--- config.mk ---
export PLATFORM = sky130hd
export DESIGN_NAME = branch_instruction_decoder
export DESIGN_NICKNAME = d
export VERILOG_FILES = /design/src/hw/rtl/bid_pkg.sv /design/src/hw/rtl/branch_instruction_decoder.sv /design/src/hw/rtl/bid_decode.sv
export SDC_FILE = /design/constraint.sdc
export NUM_CORES = 1
export LEC_CHECK = 0
export BUFFER_PORTS_ARGS = -buffer_cell sky130_fd_sc_hd__buf_2
export CORE_MARGIN = 2
export CORE_UTILIZATION = 32
export DETAILED_ROUTE_END_ITERATION = 6
export GPL_TIMING_DRIVEN = 1
export RECOVER_POWER = 25
export SYNTH_ARGS = -nofsm -noshare
export SYNTH_HDL_FRONTEND = slang
export SYNTH_SLANG_ARGS = --single-unit
--- constraint.sdc ---
create_clock -name aclk -period 4.9 [get_ports aclk]
set_clock_uncertainty 0.05 [all_clocks]
set_input_delay 0.245 -clock aclk [delete_from_list [all_inputs] [get_ports aclk]]
set_output_delay 0.245 -clock aclk [all_outputs]
set_load 0.005 [all_outputs]
--- src/hw/rtl/bid_pkg.sv ---
package bid_pkg;

    localparam int INSTR_W   = 41;
    localparam int ADDR_W    = 64;
    localparam int S_DATA_W  = 112;
    localparam int M_DATA_W  = 96;

    typedef enum logic [3:0] {
        KIND_COND  = 4'd0,
        KIND_CALL  = 4'd1,
        KIND_RET   = 4'd2,
        KIND_RFI   = 4'd3,
        KIND_IA    = 4'd4,
        KIND_CLOOP = 4'd5,
        KIND_CTOP  = 4'd6,
        KIND_CEXIT = 4'd7,
        KIND_WTOP  = 4'd8,
        KIND_WEXIT = 4'd9
    } bid_kind_e;

    localparam logic [3:0] MAJOR_SYS   = 4'd0;
    localparam logic [3:0] MAJOR_IND   = 4'd1;
    localparam logic [3:0] MAJOR_REL   = 4'd4;
    localparam logic [3:0] MAJOR_CALL  = 4'd5;

    localparam logic [5:0] X6_RFI      = 6'h08;
    localparam logic [5:0] X6_IND_COND = 6'h20;
    localparam logic [5:0] X6_RET_SPEC = 6'h21;
    localparam logic [1:0] X6_LOOP_GRP = 2'b10;

    localparam logic [2:0] BTYPE_0 = 3'd0;
    localparam logic [2:0] BTYPE_1 = 3'd1;
    localparam logic [2:0] BTYPE_2 = 3'd2;
    localparam logic [2:0] BTYPE_3 = 3'd3;
    localparam logic [2:0] BTYPE_4 = 3'd4;
    localparam logic [2:0] BTYPE_5 = 3'd5;
    localparam logic [2:0] BTYPE_6 = 3'd6;
    localparam logic [2:0] BTYPE_7 = 3'd7;

    typedef struct packed {
        logic              decode_ok;
        bid_kind_e         branch_kind;
        logic [5:0]        qualifying_predicate;
        logic [2:0]        dest_branch_reg;
        logic [2:0]        source_branch_reg;
        logic [1:0]        whether_hint;
        logic              dealloc_hint;
        logic              prefetch_hint;
        logic [7:0]        combined_opcode;
        logic              is_indirect;
        logic              target_valid;
        logic [ADDR_W-1:0] target_address;
    } bid_result_t;

    function automatic bid_kind_e register_kind(input logic [5:0] x6);
        bid_kind_e k;
        case (x6[4:0])
            5'h00, 5'h01: k = KIND_CALL;
            5'h04:        k = KIND_RET;
            5'h05:        k = KIND_IA;
            default:      k = KIND_COND;
        endcase
        return k;
    endfunction

    function automatic bid_kind_e relative_kind(input logic [2:0] btype,
                                                input logic [5:0] x6);
        bid_kind_e k;
        k = KIND_COND;
        if (btype == BTYPE_0 || btype == BTYPE_4) begin
            k = KIND_COND;
        end else if (btype == BTYPE_1 || btype == BTYPE_5) begin
            k = KIND_CALL;
        end else if (x6[5:4] == X6_LOOP_GRP) begin
            case (x6[3:0])
                4'd0:    k = KIND_CLOOP;
                4'd1:    k = KIND_CEXIT;
                4'd2:    k = KIND_CTOP;
                4'd3:    k = KIND_WTOP;
                4'd4:    k = KIND_WEXIT;
                default: k = KIND_COND;
            endcase
        end
        return k;
    endfunction

endpackage

--- src/hw/rtl/branch_instruction_decoder.sv ---
// Channel  Direction  Payload (low bit up)
// s_*      in         instruction_bits[40:0], bundle_address[104:41], zero pad
// m_*      out        decode_ok, branch_kind, qualifying_predicate, ... target_address
//
// Two register stages: input register, then result register.
// One instruction per cycle sustained unless m_tready stalls the output; the
// decode and the 64-bit target add sit between the two registers.
// Reset (aresetn low, synchronous) clears both valid flags; payload is not reset.
// A stalled result holds in the output register while the input register
// still takes a new transaction whenever the result register frees up.
module branch_instruction_decoder (
    input  logic                           aclk,
    input  logic                           aresetn,
    input  logic                           s_tvalid,
    output logic                           s_tready,
    // instruction_bits[40:0], bundle_address[104:41], zero [111:105]
    input  logic [bid_pkg::S_DATA_W-1:0]   s_tdata,
    output logic                           m_tvalid,
    input  logic                           m_tready,
    // decode_ok[0], branch_kind[4:1], qualifying_predicate[10:5],
    // dest_branch_reg[13:11], source_branch_reg[16:14], whether_hint[18:17],
    // dealloc_hint[19], prefetch_hint[20], combined_opcode[28:21],
    // is_indirect[29], target_valid[30], target_address[94:31], zero[95]
    output logic [bid_pkg::M_DATA_W-1:0]   m_tdata
);
    import bid_pkg::*;

    logic               in_valid_reg,  in_valid_next;
    logic [INSTR_W-1:0] instr_reg,     instr_next;
    logic [ADDR_W-1:0]  addr_reg,      addr_next;
    logic               out_valid_reg, out_valid_next;
    bid_result_t        result_reg,    result_next;
    bid_result_t        decoded;
    logic               out_ready;

    bid_decode u_decode (
        .instr  (instr_reg),
        .addr   (addr_reg),
        .result (decoded)
    );

    assign out_ready = !out_valid_reg || m_tready;
    assign s_tready  = !in_valid_reg || out_ready;

    always_comb begin
        in_valid_next  = in_valid_reg;
        instr_next     = instr_reg;
        addr_next      = addr_reg;
        out_valid_next = out_valid_reg;
        result_next    = result_reg;
        if (out_ready) begin
            out_valid_next = in_valid_reg;
            result_next    = decoded;
        end
        if (s_tready) begin
            in_valid_next = s_tvalid;
            instr_next    = s_tdata[INSTR_W-1:0];
            addr_next     = s_tdata[INSTR_W+ADDR_W-1:INSTR_W];
        end
    end

    always_ff @(posedge aclk) begin
        if (!aresetn) begin
            in_valid_reg  <= 1'b0;
            out_valid_reg <= 1'b0;
        end else begin
            in_valid_reg  <= in_valid_next;
            out_valid_reg <= out_valid_next;
        end
        instr_reg  <= instr_next;
        addr_reg   <= addr_next;
        result_reg <= result_next;
    end

    assign m_tvalid = out_valid_reg;
    assign m_tdata  = {1'b0,
                       result_reg.target_address,
                       result_reg.target_valid,
                       result_reg.is_indirect,
                       result_reg.combined_opcode,
                       result_reg.prefetch_hint,
                       result_reg.dealloc_hint,
                       result_reg.whether_hint,
                       result_reg.source_branch_reg,
                       result_reg.dest_branch_reg,
                       result_reg.qualifying_predicate,
                       result_reg.branch_kind,
                       result_reg.decode_ok};

    a_no_target_zero: assert property (@(posedge aclk) disable iff (!aresetn)
        m_tvalid && !result_reg.target_valid |-> result_reg.target_address == '0)
        else $error("target address set without a relative target");

    a_invalid_clean: assert property (@(posedge aclk) disable iff (!aresetn)
        m_tvalid && !result_reg.decode_ok |->
            result_reg.branch_kind == KIND_COND && !result_reg.is_indirect &&
            !result_reg.target_valid)
        else $error("invalid major produced a classification");

    a_target_xor_indirect: assert property (@(posedge aclk) disable iff (!aresetn)
        m_tvalid |-> !(result_reg.is_indirect && result_reg.target_valid))
        else $error("branch both indirect and relative");

    a_pred_forced: assert property (@(posedge aclk) disable iff (!aresetn)
        m_tvalid && result_reg.decode_ok &&
        (result_reg.branch_kind == KIND_CLOOP || result_reg.branch_kind == KIND_CTOP ||
         result_reg.branch_kind == KIND_CEXIT || result_reg.branch_kind == KIND_RFI)
        |-> result_reg.qualifying_predicate == 6'd0)
        else $error("predicate not forced for loop or rfi");

    a_stage_advance: assert property (@(posedge aclk) disable iff (!aresetn)
        in_valid_reg && out_ready |=> out_valid_reg)
        else $error("decoded transaction lost between stages");

endmodule

--- src/hw/rtl/bid_decode.sv ---
module bid_decode (
    input  logic [bid_pkg::INSTR_W-1:0] instr,
    input  logic [bid_pkg::ADDR_W-1:0]  addr,
    output bid_pkg::bid_result_t        result
);
    import bid_pkg::*;

    logic [3:0]        major;
    logic [2:0]        btype;
    logic [5:0]        x6;
    logic              reg_form;
    logic              ok;
    logic              indirect;
    logic              rel_target;
    bid_kind_e         kind;
    bid_kind_e         rel_kind;
    logic [ADDR_W-1:0] disp;
    logic [ADDR_W-1:0] target_sum;

    assign major = instr[40:37];
    assign btype = instr[8:6];
    assign x6    = instr[32:27];

    // displacement {bit 36, bits 32:13} scaled by a bundle (16 bytes)
    assign disp       = {{(ADDR_W-24){instr[36]}}, instr[32:13], 4'b0000};
    assign target_sum = addr + disp;

    assign reg_form = (major == MAJOR_IND) ||
                      (major == MAJOR_REL && btype == BTYPE_4) ||
                      (major == MAJOR_SYS && btype == BTYPE_4 && x6 != X6_RET_SPEC) ||
                      (major == MAJOR_SYS && x6 == X6_IND_COND);

    always_comb begin
        rel_kind = relative_kind(btype, x6);
        if (major == MAJOR_REL) begin
            case (btype)
                BTYPE_2: rel_kind = KIND_WEXIT;
                BTYPE_3: rel_kind = KIND_WTOP;
                BTYPE_5: rel_kind = KIND_CLOOP;
                BTYPE_6: rel_kind = KIND_CEXIT;
                BTYPE_7: rel_kind = KIND_CTOP;
                default: ;
            endcase
        end
    end

    always_comb begin
        ok         = 1'b1;
        kind       = KIND_COND;
        indirect   = 1'b0;
        rel_target = 1'b0;
        case (major)
            MAJOR_SYS, MAJOR_IND, MAJOR_REL: begin
                if (major == MAJOR_SYS && x6 == X6_RFI) begin
                    kind = KIND_RFI;
                end else if (reg_form) begin
                    indirect = 1'b1;
                    kind = (major == MAJOR_SYS && x6 == X6_IND_COND) ? KIND_COND
                                                                     : register_kind(x6);
                end else if (btype == BTYPE_4 && x6 == X6_RET_SPEC) begin
                    indirect = 1'b1;
                    kind     = KIND_RET;
                end else begin
                    kind       = rel_kind;
                    rel_target = 1'b1;
                end
            end
            MAJOR_CALL: begin
                kind       = (btype == BTYPE_5) ? KIND_CLOOP : KIND_CALL;
                rel_target = 1'b1;
            end
            default: ok = 1'b0;
        endcase
    end

    always_comb begin
        result.decode_ok            = ok;
        result.branch_kind          = kind;
        result.qualifying_predicate = instr[5:0];
        // counted loops and rfi ignore the predicate
        if (ok && (kind == KIND_CLOOP || kind == KIND_CTOP ||
                   kind == KIND_CEXIT || kind == KIND_RFI)) begin
            result.qualifying_predicate = 6'd0;
        end
        result.dest_branch_reg   = instr[8:6];
        result.source_branch_reg = instr[15:13];
        result.whether_hint      = instr[34:33];
        result.dealloc_hint      = instr[35];
        result.prefetch_hint     = instr[12];
        result.combined_opcode   = {major, x6[3:0]};
        result.is_indirect       = indirect;
        result.target_valid      = rel_target;
        result.target_address    = rel_target ? target_sum : '0;
    end

endmodule

==> impl_summary.log <==
[metrics] number of instances in the synthesized netlist: 822
[metrics] mean instance size in the synthesized netlist: 12.2 sq um
[metrics] worst r2r path cells: 13
[metrics] count of input and output buffers: 202
[metrics] XOR/XNOR share of the synthesized area: 4.82%
[metrics] flip-flop count of the largest register after layout: 95
[metrics] hold path depth: 3
[metrics] Top FF cell, synth: sky130_fd_sc_hd__edfxtp_1
[metrics] headroom to the max-slew limit: 40.7%
[metrics] number of synthesized flops with an enable pin: 197
[metrics] growth of design area from synthesis to finish: 31.3%
[metrics] area of the mapped netlist: 0.0100 sq mm
[metrics] number of buffers on the longest clock path: 2
[metrics] startpoint of the tightest hold check path: m_tready
[metrics] total placed cells including tap cells: 1,402
[metrics] Storage cell area: 0.00596 sq mm
[metrics] slowest library cell on the worst path: sky130_fd_sc_hd__edfxtp_1
[metrics] outcome: completed
[metrics] clock-pin slew reported for the worst setup and hold paths after clock tree synthesis: 80 ps
[metrics] Critical Path RT: 5020 ps
[metrics] unrepaired setup endpoints after global routing: no
[metrics] post-synthesis adder-cell area fraction: 8.21%
[metrics] endpoint kind of the worst setup timing path: flip-flop
[metrics] Remaining DRCs: 0
[metrics] Hold/Removal Path Class: in -> reg
[metrics] mux contribution to synthesized area: 0.100%
[metrics] Worst VDD drop: 0.233 mV
[metrics] asr flop ratio synth: 0%
[metrics] cell area after placement: 0.0115 sq mm
[metrics] power per standard cell area: 329 mW/mm^2
[metrics] CTS Buf Count: 17
[metrics] via count of the routed design: 7,408
[metrics] number of clock sinks seen by CTS: 199
[metrics] DP Worst Slack: 645 ps
[metrics] pin count of the biggest net entering global routing: 65
[metrics] setup TNS: 0 ps
[metrics] # Max-Cap Violations: 0
[metrics] crit path time final: 4260 ps
[metrics] Largest stage delay, worst path: 670 ps
[metrics] number of instances resized during post-cts repair: 0
[metrics] area enclosed by the die boundary: 0.0327 sq mm
[metrics] buffer cell driving the clock tree root: sky130_fd_sc_hd__clkbuf_16
[metrics] TritonCTS clock tree: built
[metrics] CP Cell Sequence: buf_4 -> ha_1 -> nand2_1 -> nor3_1 -> nand3_1 -> a211oi_1 -> o311ai_1 -> a21oi_1 -> a41oi_1 -> nand3b_1 -> a21o_1 -> xor2_1 -> nor2_1
[metrics] count of H-tree levels built during CTS: 4
[metrics] clock insertion delay at the later pin of the skew report: 450 ps
[metrics] worst min-delay path endpoint: m_tvalid
[metrics] simple logic cell fraction of the synthesized area: 11.2%
[metrics] drt pass-1 iters: 6
[metrics] family with the most delay on the worst path: compound AO/OA/AOI/OAI gates
[metrics] starting density of the core: 32.6%
[metrics] horizontal die dimension: 181 um
[metrics] vias in the first global route: 7,422
[metrics] global-route wire length before repair: 38.9 mm
[metrics] final number of max-transition violations: 0
[metrics] maximum fanout along the worst path: 14
[metrics] Finished Layout Cells: 1,540
[metrics] total number of placement rows: 64
[metrics] number of warnings printed during yosys synthesis: 0
[metrics] Critical R2R Launch: instr_reg[36]
[metrics] highest achievable clock rate: 235 MHz
[metrics] main combinational cell family by area after synthesis: compound AO/OA/AOI/OAI gates
[metrics] P_leak: 5.58 nW
[metrics] Final setup viols: 0
[metrics] Total Wirelength: 24.7 mm
[metrics] flip-flop and latch count after synthesis: 199
[metrics] Final GP Congestion: 0.835
[metrics] final instance area: 0.0131 sq mm
[metrics] height of the die: 181 um
[metrics] destination of the worst register-to-register timing path: m_tdata[91]
[metrics] register-to-register setup slack: 640 ps
[metrics] Congestion Overflow GR: 0
[metrics] Worst Setup Path Type: reg -> reg
[metrics] Syn Nets: 1,003
[metrics] number of antenna violations at the first check in global routing: 3
[metrics] # IOs: 214
[metrics] number of design-rule violations left by the first detailed-router iteration: 488
[metrics] final-report hold violation count: 0
[metrics] hpwl dp: 17.1 mm
[metrics] least setup slack across all paths after layout: 639 ps
[metrics] Antenna Violating Nets Remaining: 0
[metrics] share of post-route cells with drive strength above 1: 21.5%
[metrics] final worst path period share: 87.0%
[metrics] number of buffers and inverters on the critical path: 1
[metrics] net total in the final layout: 1,310
[metrics] area of the core: 0.0307 sq mm
[metrics] area of the multi-input gates: 0.00388 sq mm
[metrics] postcts setup bufs: 0
[metrics] tightest hold margin: 170 ps
[metrics] aggregate global-route resource usage: 15.1%
[metrics] proportion of synthesized chip area in sequential cells: 59.6%
[metrics] count of distinct cell types in the synthesized netlist: 62
[metrics] Worst Tran Pin Value: 889 ps
[metrics] post-synthesis compound-gate area fraction: 14.2%
[metrics] sort of element at the start of the critical path: flip-flop
[metrics] wire length per cell: 16.0 um
[metrics] vias per inst: 4.81
[metrics] CP Data Arrival Time: 4380 ps
[metrics] final-layout fill cell count: 2,913
worst register-to-register path, delay by kind of cell (launching register included):
| family | cells | cell delay, ps |
|---|---|---|
| AOI/OAI and AO/OA | 5 | 1490 |
| xor gates and xnor gates | 1 | 150 |
| adders and majority gates | 1 | 410 |
| buffers and inverters | 1 | 310 |
| DFF | 1 | 670 |
| and+or+nand+nor | 5 | 910 |
cell usage in the layout (no fill, tap or decap), types with 17 or more instances in the layout:
cell and count:
sky130_fd_sc_hd__a21o_1 28, sky130_fd_sc_hd__xnor2_1 28, sky130_fd_sc_hd__nand2_1 47, sky130_fd_sc_hd__a21oi_1 71
sky130_fd_sc_hd__ha_1 64, sky130_fd_sc_hd__o21ai_0 28, sky130_fd_sc_hd__dlygate4sd3_1 104, sky130_fd_sc_hd__nor2_1 93
sky130_fd_sc_hd__and2_1 17, sky130_fd_sc_hd__xor2_1 27, sky130_fd_sc_hd__edfxtp_1 197, sky130_fd_sc_hd__buf_2 193
sky130_fd_sc_hd__inv_1 21, sky130_fd_sc_hd__clkbuf_16 17
cell usage after synthesis (3+ instances only):
cell type | count | share of area (%)
sky130_fd_sc_hd__or3_1 | 3 | 0.19
sky130_fd_sc_hd__o31ai_1 | 7 | 0.53
sky130_fd_sc_hd__nand2b_1 | 8 | 0.50
sky130_fd_sc_hd__a21oi_1 | 71 | 3.6
sky130_fd_sc_hd__xor2_1 | 27 | 2.4
sky130_fd_sc_hd__inv_1 | 22 | 0.83
sky130_fd_sc_hd__o211ai_1 | 3 | 0.23
sky130_fd_sc_hd__o21ai_0 | 28 | 1.4
sky130_fd_sc_hd__nand3b_1 | 3 | 0.23
sky130_fd_sc_hd__nand2_1 | 48 | 1.8
sky130_fd_sc_hd__xnor2_1 | 28 | 2.5
sky130_fd_sc_hd__nor2b_1 | 10 | 0.63
sky130_fd_sc_hd__a211oi_1 | 6 | 0.45
sky130_fd_sc_hd__nor2_1 | 93 | 3.5
sky130_fd_sc_hd__a41oi_1 | 3 | 0.26
sky130_fd_sc_hd__a21o_1 | 28 | 2.1
sky130_fd_sc_hd__and4_1 | 3 | 0.26
sky130_fd_sc_hd__nor3_1 | 15 | 0.75
sky130_fd_sc_hd__nand3_1 | 15 | 0.75
sky130_fd_sc_hd__a31oi_1 | 10 | 0.63
sky130_fd_sc_hd__o21bai_1 | 16 | 1.2
sky130_fd_sc_hd__o21ai_1 | 5 | 0.25
sky130_fd_sc_hd__nand4_1 | 12 | 0.75
sky130_fd_sc_hd__a211o_1 | 5 | 0.44
sky130_fd_sc_hd__and2_1 | 17 | 1.1
sky130_fd_sc_hd__clkbuf_1 | 18 | 0.68
sky130_fd_sc_hd__nor4_1 | 5 | 0.31
sky130_fd_sc_hd__edfxtp_1 | 197 | 59
sky130_fd_sc_hd__o21a_1 | 11 | 0.83
sky130_fd_sc_hd__ha_1 | 64 | 8.0
cells by family after synthesis:
logic type	after synthesis
mux	1
xor+xnor	55
buf+inv	46
flops	199
other cells	1
fa+ha+maj	65
compound gates	216
simple gates	239
what timing repair did:
| action | in CTS | in global routing |
|---|---|---|
| setup endpoints to repair | 0 | 0 |
| endpoints found under the hold margin | 104 | 0 |
| hold buffers | 104 | 0 |
metrics by stage:
stage,util [%],power (W)
2_1_floorplan,-,0.00257
3_3_place_gp,37.4,0.00282
3_5_place_dp,37.4,0.00283
4_1_cts,42.8,0.00437
5_1_grt,42.8,0.00455
6_report,42.8,0.00432
metal layers:
| layer | vias to the layer above | GRT usage [%] | share of wire (%) |
|---|---|---|---|
| met4 | 2 | 4.23 | 1.4 |
| met5 | - | 0 | 0.045 |
| li1 | 3712 | - | - |
| met2 | 209 | 24.4 | 47 |
| met3 | 23 | 3.93 | 5.4 |
| met1 | 3462 | 20.2 | 46 |
layout make-up:
| type | count | share of cell area, % |
|---|---|---|
| antenna | 2 | 0.0381 |
| clock buffer | 17 | 3.24 |
| multi-input combinational | 577 | 29.5 |
| timing repair buffer | 311 | 15.8 |
| clock inverter | 15 | 1.54 |
| sequential | 199 | 45.4 |
| inverter | 23 | 0.676 |
| tap | 396 | 3.77 |
worst max-delay path by stage:
stage / startpoint / to / slack, ps / depth (start not counted)
3_3_place_gp: instr_reg[36] / m_tdata[91] / 770 / 13
5_1_grt: instr_reg[36] / m_tdata[91] / 250 / 13
6_report: instr_reg[36] / m_tdata[91] / 640 / 13
4_1_cts: instr_reg[36] / m_tdata[91] / 620 / 13
3_5_place_dp: instr_reg[36] / m_tdata[91] / 650 / 13
2_1_floorplan: instr_reg[36] / m_tdata[93] / 1050 / 13
where the power goes:
group          leakage, nW  internal (W)  switching (W)  total [W]
Clock                0.303      0.000742       0.000724    0.00147
Combinational         3.10      0.000363       0.000423   0.000787
Sequential            2.17       0.00202      0.0000551    0.00207
No activity file was read; power rests on OpenSTA's default activity.
